`src/rtl/u2l_pkg.sv`:
```
// Shared types, constants and character mapping functions for the UTF-8 converter.
package u2l_pkg;

  localparam int QUEUE_DEPTH_DEF = 4;

  localparam logic [1:0] PL_NONE = 2'd0;
  localparam logic [1:0] PL_C2   = 2'd1;
  localparam logic [1:0] PL_C3   = 2'd2;

  localparam logic [7:0] LEAD_C2 = 8'hC2;
  localparam logic [7:0] LEAD_C3 = 8'hC3;
  localparam logic [7:0] QM      = 8'h3F;

  localparam logic REG_MODE = 1'b0;
  localparam logic REG_CAP  = 1'b1;

  typedef struct packed {
    logic [7:0] char_val;
    logic       last;
  } result_t;

  typedef struct packed {
    logic [1:0]        len;
    result_t [2:0]     res;
  } entry_t;

  function automatic logic [7:0] c3_map(input logic [5:0] idx);
    logic [7:0] up;
    case (idx[4:0])
      5'd0, 5'd1, 5'd2, 5'd3, 5'd4, 5'd5, 5'd6: up = "A";
      5'd7: up = "C";
      5'd8, 5'd9, 5'd10, 5'd11: up = "E";
      5'd12, 5'd13, 5'd14, 5'd15: up = "I";
      5'd17: up = "N";
      5'd18, 5'd19, 5'd20, 5'd21, 5'd22, 5'd24: up = "O";
      5'd25, 5'd26, 5'd27, 5'd28: up = "U";
      5'd29: up = "Y";
      default: up = QM;
    endcase
    if (idx == 6'd63) begin
      return "y";
    end else if (idx[5] && up != QM) begin
      return up | 8'h20;
    end
    return up;
  endfunction

  function automatic logic [7:0] ascii_map(input logic [1:0] lead, input logic [7:0] b);
    logic [7:0] ch;
    if (lead == PL_C3) begin
      ch = (b[7:6] == 2'b10) ? c3_map(b[5:0]) : QM;
    end else begin
      case (b)
        8'hA9: ch = "C";
        8'hAE: ch = "R";
        8'hB0: ch = "o";
        8'hB1: ch = "+";
        8'hB2: ch = "2";
        8'hB3: ch = "3";
        default: ch = QM;
      endcase
    end
    return ch;
  endfunction

  function automatic logic [7:0] latin_map(input logic [1:0] lead, input logic [7:0] b);
    return {1'b1, (lead == PL_C3), b[5:0]};
  endfunction

endpackage

```
`src/rtl/u2l_front.sv`:
```
// Front end: decodes each byte, tracks lead/skip/count state, builds a queue entry.
module u2l_front import u2l_pkg::*; (
  input  logic        clk,
  input  logic        rst,
  input  logic        accept,
  input  logic [7:0]  data_byte,
  input  logic        string_end,
  input  logic        mode,
  input  logic [15:0] capacity,
  output logic        q_push,
  output entry_t      q_entry
);

  logic [1:0]  pend, pend_next;
  logic        skip, skip_next;
  logic [15:0] count, count_next;

  logic [7:0]  cands [2];
  logic [1:0]  nc;
  logic        term;
  logic        cont;
  logic        done;
  logic [15:0] capm1;
  logic        e_a, e_b;
  logic [1:0]  k;

  always_comb begin
    cont = (data_byte[7:6] == 2'b10);
    pend_next = pend;
    skip_next = skip;
    nc = 2'd0;
    cands[0] = 8'h00;
    cands[1] = 8'h00;
    term = 1'b0;
    done = 1'b0;
    if (data_byte == 8'h00) begin
      if (pend != PL_NONE) begin
        cands[nc[0]] = QM;
        nc = nc + 2'd1;
      end
      term = 1'b1;
    end else if (!mode) begin
      skip_next = 1'b0;
      if (pend != PL_NONE) begin
        cands[nc[0]] = ascii_map(pend, data_byte);
        nc = nc + 2'd1;
        pend_next = PL_NONE;
      end else if (!data_byte[7]) begin
        cands[nc[0]] = data_byte;
        nc = nc + 2'd1;
      end else if (data_byte == LEAD_C2) begin
        pend_next = PL_C2;
      end else if (data_byte == LEAD_C3) begin
        pend_next = PL_C3;
      end else begin
        cands[nc[0]] = QM;
        nc = nc + 2'd1;
      end
    end else begin
      if (pend != PL_NONE) begin
        pend_next = PL_NONE;
        if (cont) begin
          cands[nc[0]] = latin_map(pend, data_byte);
          nc = nc + 2'd1;
          done = 1'b1;
        end else begin
          cands[nc[0]] = QM;
          nc = nc + 2'd1;
        end
      end
      if (!done && !(skip && cont)) begin
        skip_next = 1'b0;
        if (!data_byte[7]) begin
          cands[nc[0]] = data_byte;
          nc = nc + 2'd1;
        end else if (data_byte == LEAD_C2) begin
          pend_next = PL_C2;
        end else if (data_byte == LEAD_C3) begin
          pend_next = PL_C3;
        end else begin
          skip_next = 1'b1;
          cands[nc[0]] = QM;
          nc = nc + 2'd1;
        end
      end
    end
    if (data_byte != 8'h00 && string_end) begin
      if (pend_next != PL_NONE) begin
        cands[nc[0]] = QM;
        nc = nc + 2'd1;
      end
      term = 1'b1;
    end
    if (term) begin
      pend_next = PL_NONE;
      skip_next = 1'b0;
    end
  end

  // capacity counts the terminator; zero behaves as one
  assign capm1 = (capacity == 16'd0) ? 16'd0 : capacity - 16'd1;
  assign e_a = (nc != 2'd0) && ({1'b0, count} < {1'b0, capm1});
  assign e_b = (nc == 2'd2) && (({1'b0, count} + 17'd1) < {1'b0, capm1});
  assign k = {1'b0, e_a} + {1'b0, e_b};

  always_comb begin
    q_entry.res[0] = '{char_val: cands[0], last: 1'b0};
    q_entry.res[1] = '{char_val: cands[1], last: 1'b0};
    q_entry.res[2] = '{char_val: 8'h00, last: 1'b1};
    if (term) begin
      q_entry.res[k] = '{char_val: 8'h00, last: 1'b1};
    end
    q_entry.len = k + {1'b0, term};
    count_next = term ? 16'd0 : count + {14'd0, k};
  end

  assign q_push = accept && (q_entry.len != 2'd0);

  always_ff @(posedge clk) begin
    if (rst) begin
      pend  <= PL_NONE;
      skip  <= 1'b0;
      count <= 16'd0;
    end else if (accept) begin
      pend  <= pend_next;
      skip  <= skip_next;
      count <= count_next;
    end
  end

endmodule

```
`src/rtl/u2l_fifo.sv`:
```
// Short queue of decoded entries between the front end and the output stage.
module u2l_fifo import u2l_pkg::*; #(
  parameter int DEPTH = QUEUE_DEPTH_DEF
) (
  input  logic   clk,
  input  logic   rst,
  input  logic   push,
  input  entry_t wr_entry,
  input  logic   pop,
  output entry_t rd_entry,
  output logic   full,
  output logic   empty
);

  localparam int AW = (DEPTH > 1) ? $clog2(DEPTH) : 1;
  localparam int CW = $clog2(DEPTH + 1);
  localparam logic [AW-1:0] LAST_PTR = AW'(DEPTH - 1);

  entry_t        mem [DEPTH];
  logic [AW-1:0] wr_ptr, rd_ptr;
  logic [CW-1:0] fill;
  logic          do_push, do_pop;

  assign full  = (fill == CW'(DEPTH));
  assign empty = (fill == '0);
  assign do_push = push && !full;
  assign do_pop  = pop && !empty;
  assign rd_entry = mem[rd_ptr];

  always_ff @(posedge clk) begin
    if (do_push) begin
      mem[wr_ptr] <= wr_entry;
    end
  end

  always_ff @(posedge clk) begin
    if (rst) begin
      wr_ptr <= '0;
      rd_ptr <= '0;
      fill   <= '0;
    end else begin
      if (do_push) begin
        wr_ptr <= (wr_ptr == LAST_PTR) ? '0 : wr_ptr + AW'(1);
      end
      if (do_pop) begin
        rd_ptr <= (rd_ptr == LAST_PTR) ? '0 : rd_ptr + AW'(1);
      end
      if (do_push && !do_pop) begin
        fill <= fill + CW'(1);
      end else if (do_pop && !do_push) begin
        fill <= fill - CW'(1);
      end
    end
  end

endmodule

```
`src/rtl/u2l_back.sv`:
```
// Output stage: walks the results of the head entry, one per transaction.
module u2l_back import u2l_pkg::*; (
  input  logic       clk,
  input  logic       rst,
  input  entry_t     head,
  input  logic       q_empty,
  output logic       q_pop,
  input  logic       pop,
  output logic       empty,
  output logic [7:0] out_char,
  output logic       out_last
);

  logic [1:0] idx;
  logic       take;
  logic       at_end;

  assign empty    = q_empty;
  assign out_char = head.res[idx].char_val;
  assign out_last = head.res[idx].last;
  assign take     = pop && !q_empty;
  assign at_end   = (idx == head.len - 2'd1);
  assign q_pop    = take && at_end;

  always_ff @(posedge clk) begin
    if (rst) begin
      idx <= 2'd0;
    end else if (take) begin
      idx <= at_end ? 2'd0 : idx + 2'd1;
    end
  end

endmodule

```
`src/rtl/utf8_to_latin1_or_ascii_core.sv`:
```
// UTF-8 to ASCII/Latin-1 converter top level: config registers, front end, queue, output.
// An accepted byte's entry is registered in the queue; outputs are read from its head.
// Throughput: one input byte per cycle while the entry queue has room.
// Output: one result per cycle while not empty; an entry is popped after its last result.
// Reset (rst, synchronous): clears decode state, queue and registers (mode 0, capacity 64).
module utf8_to_latin1_or_ascii_core import u2l_pkg::*; #(
  parameter int QUEUE_DEPTH = QUEUE_DEPTH_DEF
) (
  input  logic        clk,
  input  logic        rst,
  input  logic        push,
  output logic        full,
  input  logic [7:0]  data_byte,
  input  logic        string_end,
  output logic        empty,
  input  logic        pop,
  output logic [7:0]  out_char,
  output logic        out_last,
  input  logic        psel,
  input  logic        penable,
  input  logic        pwrite,
  input  logic [2:0]  paddr,
  input  logic [31:0] pwdata,
  output logic [31:0] prdata,
  output logic        pready
);

  logic        conversion_mode;
  logic [15:0] out_capacity;
  logic        accept;
  logic        q_push, q_pop, q_empty;
  entry_t      q_entry, head;

  assign pready = 1'b1;

  always_ff @(posedge clk) begin
    if (rst) begin
      conversion_mode <= 1'b0;
      out_capacity    <= 16'd64;
    end else if (psel && penable && pwrite && pready) begin
      case (paddr[2])
        REG_MODE: conversion_mode <= pwdata[0];
        REG_CAP:  out_capacity    <= pwdata[15:0];
        default: ;
      endcase
    end
  end

  always_comb begin
    case (paddr[2])
      REG_MODE: prdata = {31'd0, conversion_mode};
      REG_CAP:  prdata = {16'd0, out_capacity};
      default:  prdata = 32'd0;
    endcase
  end

  assign accept = push && !full;

  u2l_front u_front (
    .clk        (clk),
    .rst        (rst),
    .accept     (accept),
    .data_byte  (data_byte),
    .string_end (string_end),
    .mode       (conversion_mode),
    .capacity   (out_capacity),
    .q_push     (q_push),
    .q_entry    (q_entry)
  );

  u2l_fifo #(.DEPTH(QUEUE_DEPTH)) u_fifo (
    .clk      (clk),
    .rst      (rst),
    .push     (q_push),
    .wr_entry (q_entry),
    .pop      (q_pop),
    .rd_entry (head),
    .full     (full),
    .empty    (q_empty)
  );

  u2l_back u_back (
    .clk      (clk),
    .rst      (rst),
    .head     (head),
    .q_empty  (q_empty),
    .q_pop    (q_pop),
    .pop      (pop),
    .empty    (empty),
    .out_char (out_char),
    .out_last (out_last)
  );

`ifndef SYNTHESIS
  a_term_zero: assert property (@(posedge clk) disable iff (rst)
    (!empty && out_last) |-> (out_char == 8'h00))
    else $error("terminator result carries a nonzero character");

  a_push_room: assert property (@(posedge clk) disable iff (rst)
    q_push |-> !full)
    else $error("entry pushed into a full queue");

  a_entry_len: assert property (@(posedge clk) disable iff (rst)
    !q_empty |-> (head.len != 2'd0 && head.len != 2'd3 || head.res[2].last))
    else $error("queue head entry has a bad length");
`endif

endmodule

```
`config.mk`:
```
export PLATFORM = sky130hd
export DESIGN_NAME = utf8_to_latin1_or_ascii_core
export DESIGN_NICKNAME = d
export VERILOG_FILES = /design/src/rtl/u2l_pkg.sv /design/src/rtl/u2l_front.sv /design/src/rtl/u2l_fifo.sv /design/src/rtl/u2l_back.sv /design/src/rtl/utf8_to_latin1_or_ascii_core.sv
export SDC_FILE = /design/constraint.sdc
export NUM_CORES = 1
export LEC_CHECK = 0
export BUFFER_PORTS_ARGS = -buffer_cell sky130_fd_sc_hd__buf_4
export CORE_AREA = 2 2 159 161
export DETAILED_ROUTE_END_ITERATION = 6
export DIE_AREA = 0 0 161 163
export GPL_TIMING_DRIVEN = 0
export PLACE_DENSITY = 0.65
export RECOVER_POWER = 100
export SYNTH_ARGS = -nofsm -noshare
export SYNTH_HDL_FRONTEND = slang
export SYNTH_HIERARCHICAL = 1
export SYNTH_SLANG_ARGS = --single-unit
```
`constraint.sdc`:
```
create_clock -name clk -period 8.6 [get_ports clk]
set_clock_uncertainty 0.1 [all_clocks]
set_input_delay 2.15 -clock clk [delete_from_list [all_inputs] [get_ports clk]]
set_output_delay 2.15 -clock clk [all_outputs]
set_load 0.05 [all_outputs]
```
==> metrics.txt <==
final setup vio count 0; DRC Markers 0; Worst R2R Setup Slack 1.95 ns; outcome finished, violations left; Max VDD drop 0.0001266 V; Ys Warns 6; sequential area share after synthesis 46.99%; Peak Freq 134.3 MHz; vias per cell 5.051; initial antenna violation count 0; total CTS buffers 17; post-synthesis register bit count 163; first-pass GRT wire length 33,020 um; worst hold path type reg2reg; worst slew pin tran 1.595 ns; startpoint types primary input; setup TNS 0 ns; syn avg cell area 11.30 um^2; Root Buffer clkbuf_16; latest clock arrival within the worst-skew pair 0.43 ns; Clk pin slew, worst setup/hold paths 0.07 ns; chip height 163 um; Post-synth top flop edfxtp_1; chip width 161 um; largest net degree at the start of global routing 30; WL/cell 15.86 um; reg2reg path depth 24; Cells after Synth 833; ys async rst share 0%; die area 26,240 um^2; max-cap check violation count 3; Multi-input gate area 4514 um^2; Buffers on Ports 55; critical path startpoint data_byte[7]; Worst EP required 8.85 ns; CP arrival 7.70 ns; met3 usage 2.801%; R2R Path End u_fifo/fill[2]; Reg area 4424 um^2; launch point of the worst reg-to-reg path out_capacity[0]; RSZ-0062 raised after global routing false; WL final 20,190 um; Crit. End Element flop; hold violation total from the final report 0; Placer Congestion 0.8630; H-tree depth 4; CTS max path bufs 2; Hold Buf Count CTS 0; period utilization 86.59%; # rows 58; Power Density 209.4 nW/um^2; worst setup margin 1.153 ns; Synth-to-Final Area Change 14.90%; Pleak 0.004012 uW; grt ovf 0; Cell Area, Synth 9415 um^2; 1st-iter DRT viols 373; synth unique cells 80; CTS sink count 163; worst-case hold path end point u_fifo/wr_ptr[1]; gr busiest metal met2; vias in the first global route 6,314; Post-CTS Setup Bufs 0; Max-slew headroom -6.362%; via count of the routed design 6,430; Crit Path Class in2reg; worst-path maximum fanout 10; met2 usage 26.65%; min Tclk post-route 7.447 ns; failing checks capacitance limit, slew limit; max-slew violation count 89; Resize count post-CTS 0; Total Routing Usage GR 15.83%; pre-CTS setup slack 0.9659 ns; M1 GR Usage 21.21%; Final #Nets 1,027; CTS tree done; HP Start u_fifo/wr_ptr[1]; filler instances 2,310; core area 24,670 um^2; fraction of layout cells with a size suffix above 1 17.50%; Hold Path Cell Cnt 2; io pins 95; Final HPWL DP 14,310 um; ANT nets after route 0; DRT Pass-1 Iters 5; Ant. Diodes 0; Post-synth EDFFs 116; initial core utilization 38.16%
-- where the power goes --
group	switching [uW]	internal [uW]	total, uW	leakage [uW]
combinational	344	186	530	0.00225
clock	380	402	782	0.000303
sequential	30.0	924	954	0.00146
total	753	1510	2270	0.00401
-- cell type report --
class                      count  area share [%]
clock inverter                15           1.862
multi-input combinational    602           41.73
buffer                        75           4.245
sequential                   163           40.90
inverter                      16          0.6014
tap                          330           3.817
clock buffer                  17           3.932
timing repair buffer          55           2.915
-- cells in the mapped netlist, types with 29 or more instances --
cell / n / share of area [%]
nor2_1: 62 / 2.5
buf_4: 29 / 2.3
ha_1: 43 / 5.7
a21oi_1: 30 / 1.6
o21ai_0: 40 / 2.1
mux2i_1: 34 / 3.6
edfxtp_1: 116 / 37
nand2_1: 55 / 2.2
mux4_2: 29 / 6.9
dfxtp_1: 47 / 10
nand2b_1: 42 / 2.8
-- routing by layer --
metal	routed length (um)	share of wire, %
met4	179	0.89
met1	9584	47
met3	859	4.3
met2	9562	47
met5	0	0
-- cells by family (layout without fill, tap and decap cells) --
kind of cell               count (synthesis)  count (layout)  synth area share (%)
other                                      4              27                0.1594
AOI/OAI and AO/OA                        131             131                 9.183
and+or+nand+nor                          294             294                 17.28
adders and majority gates                 46              46                 6.352
DFF                                      163             163                 46.99
muxes                                     65              65                 10.79
buffers and inverters                     91             178                 5.621
xor gates and xnor gates                  39              39                 3.628
-- per-stage QoR --
| stage | hold WS [ns] | power (uW) | instances | utilization (%) | area [um^2] |
|---|---|---|---|---|---|
| 4_1_cts | 0.4117 | 2316 | 1273 | 44.40 | 10950 |
| 5_1_grt | 0.4607 | 2370 | 1273 | 43.84 | 10820 |
| 3_5_place_dp | 0.3997 | 1530 | 1241 | 41.86 | 10330 |
| 2_1_floorplan | 0.3634 | 1383 | 856 | - | 9502 |
| 6_report | 0.4271 | 2266 | 1273 | 43.84 | 10820 |
| 3_3_place_gp | 0.3792 | 1523 | 1241 | 41.86 | 10330 |
-- how the worst max path moves through the flow --
stage	to	slack (ns)
floorplan	u_fifo/fill[2]	1.65
global placement	u_fifo/fill[2]	0.97
detailed placement	u_fifo/fill[2]	0.97
CTS	u_fifo/fill[2]	1.39
global route	u_fifo/fill[2]	0.70
finish	u_fifo/fill[2]	1.15
-- critical path, stage by stage --
cell	delay (ns)
clkbuf_1	0.28
clkbuf_1	0.34
clkbuf_1	0.40
and3_1	0.25
nand3_1	0.09
ha_1	0.30
a21oi_1	0.11
a31oi_1	0.09
o2bb2ai_1	0.27
o311ai_0	0.66
fa_1	0.52
a21boi_0	0.54
inv_1	0.13
nor2_1	0.22
ha_1	0.21
inv_1	0.06
fa_1	0.37
xor2_1	0.16
or3_2	0.41
a21oi_1	0.14
-- state kept, by name, summed over array words and instances, names as in the netlist, named ones only --
| name | count |
|---|---|
| u_fifo/rd_ptr | 2 |
| u_front/pend | 2 |
| u_fifo/mem | 116 |
| u_fifo/wr_ptr | 2 |
| u_back/idx | 2 |
| u_front/skip | 1 |
| u_front/count | 16 |
| u_fifo/fill | 3 |
| out_capacity | 16 |
| conversion_mode | 1 |
-- cell usage in the layout (no fill, tap or decap), types with 4 or more instances in the layout --
cell	count
dfxtp_1	47
conb_1	27
nand2b_1	42
ha_1	43
inv_1	15
clkinv_8	6
nor2b_1	11
a21oi_1	30
mux4_2	29
a31oi_1	6
and2_2	5
nor4_1	5
buf_2	12
nor2_1	63
xnor2_1	17
clkbuf_1	52
mux2i_1	34
o21ai_0	42
nand3b_1	5
nand2_1	55
xor2_1	22
nand4_1	10
a21o_1	6
and2_1	12
edfxtp_1	116
buf_4	57
nand4b_1	5
buf_6	5
o211ai_1	4
nand3_1	20
and3_1	12
inv_8	4
or3_1	6
nor3_1	19
clkbuf_16	17
Note: power is estimated with default switching activity, not from simulation.
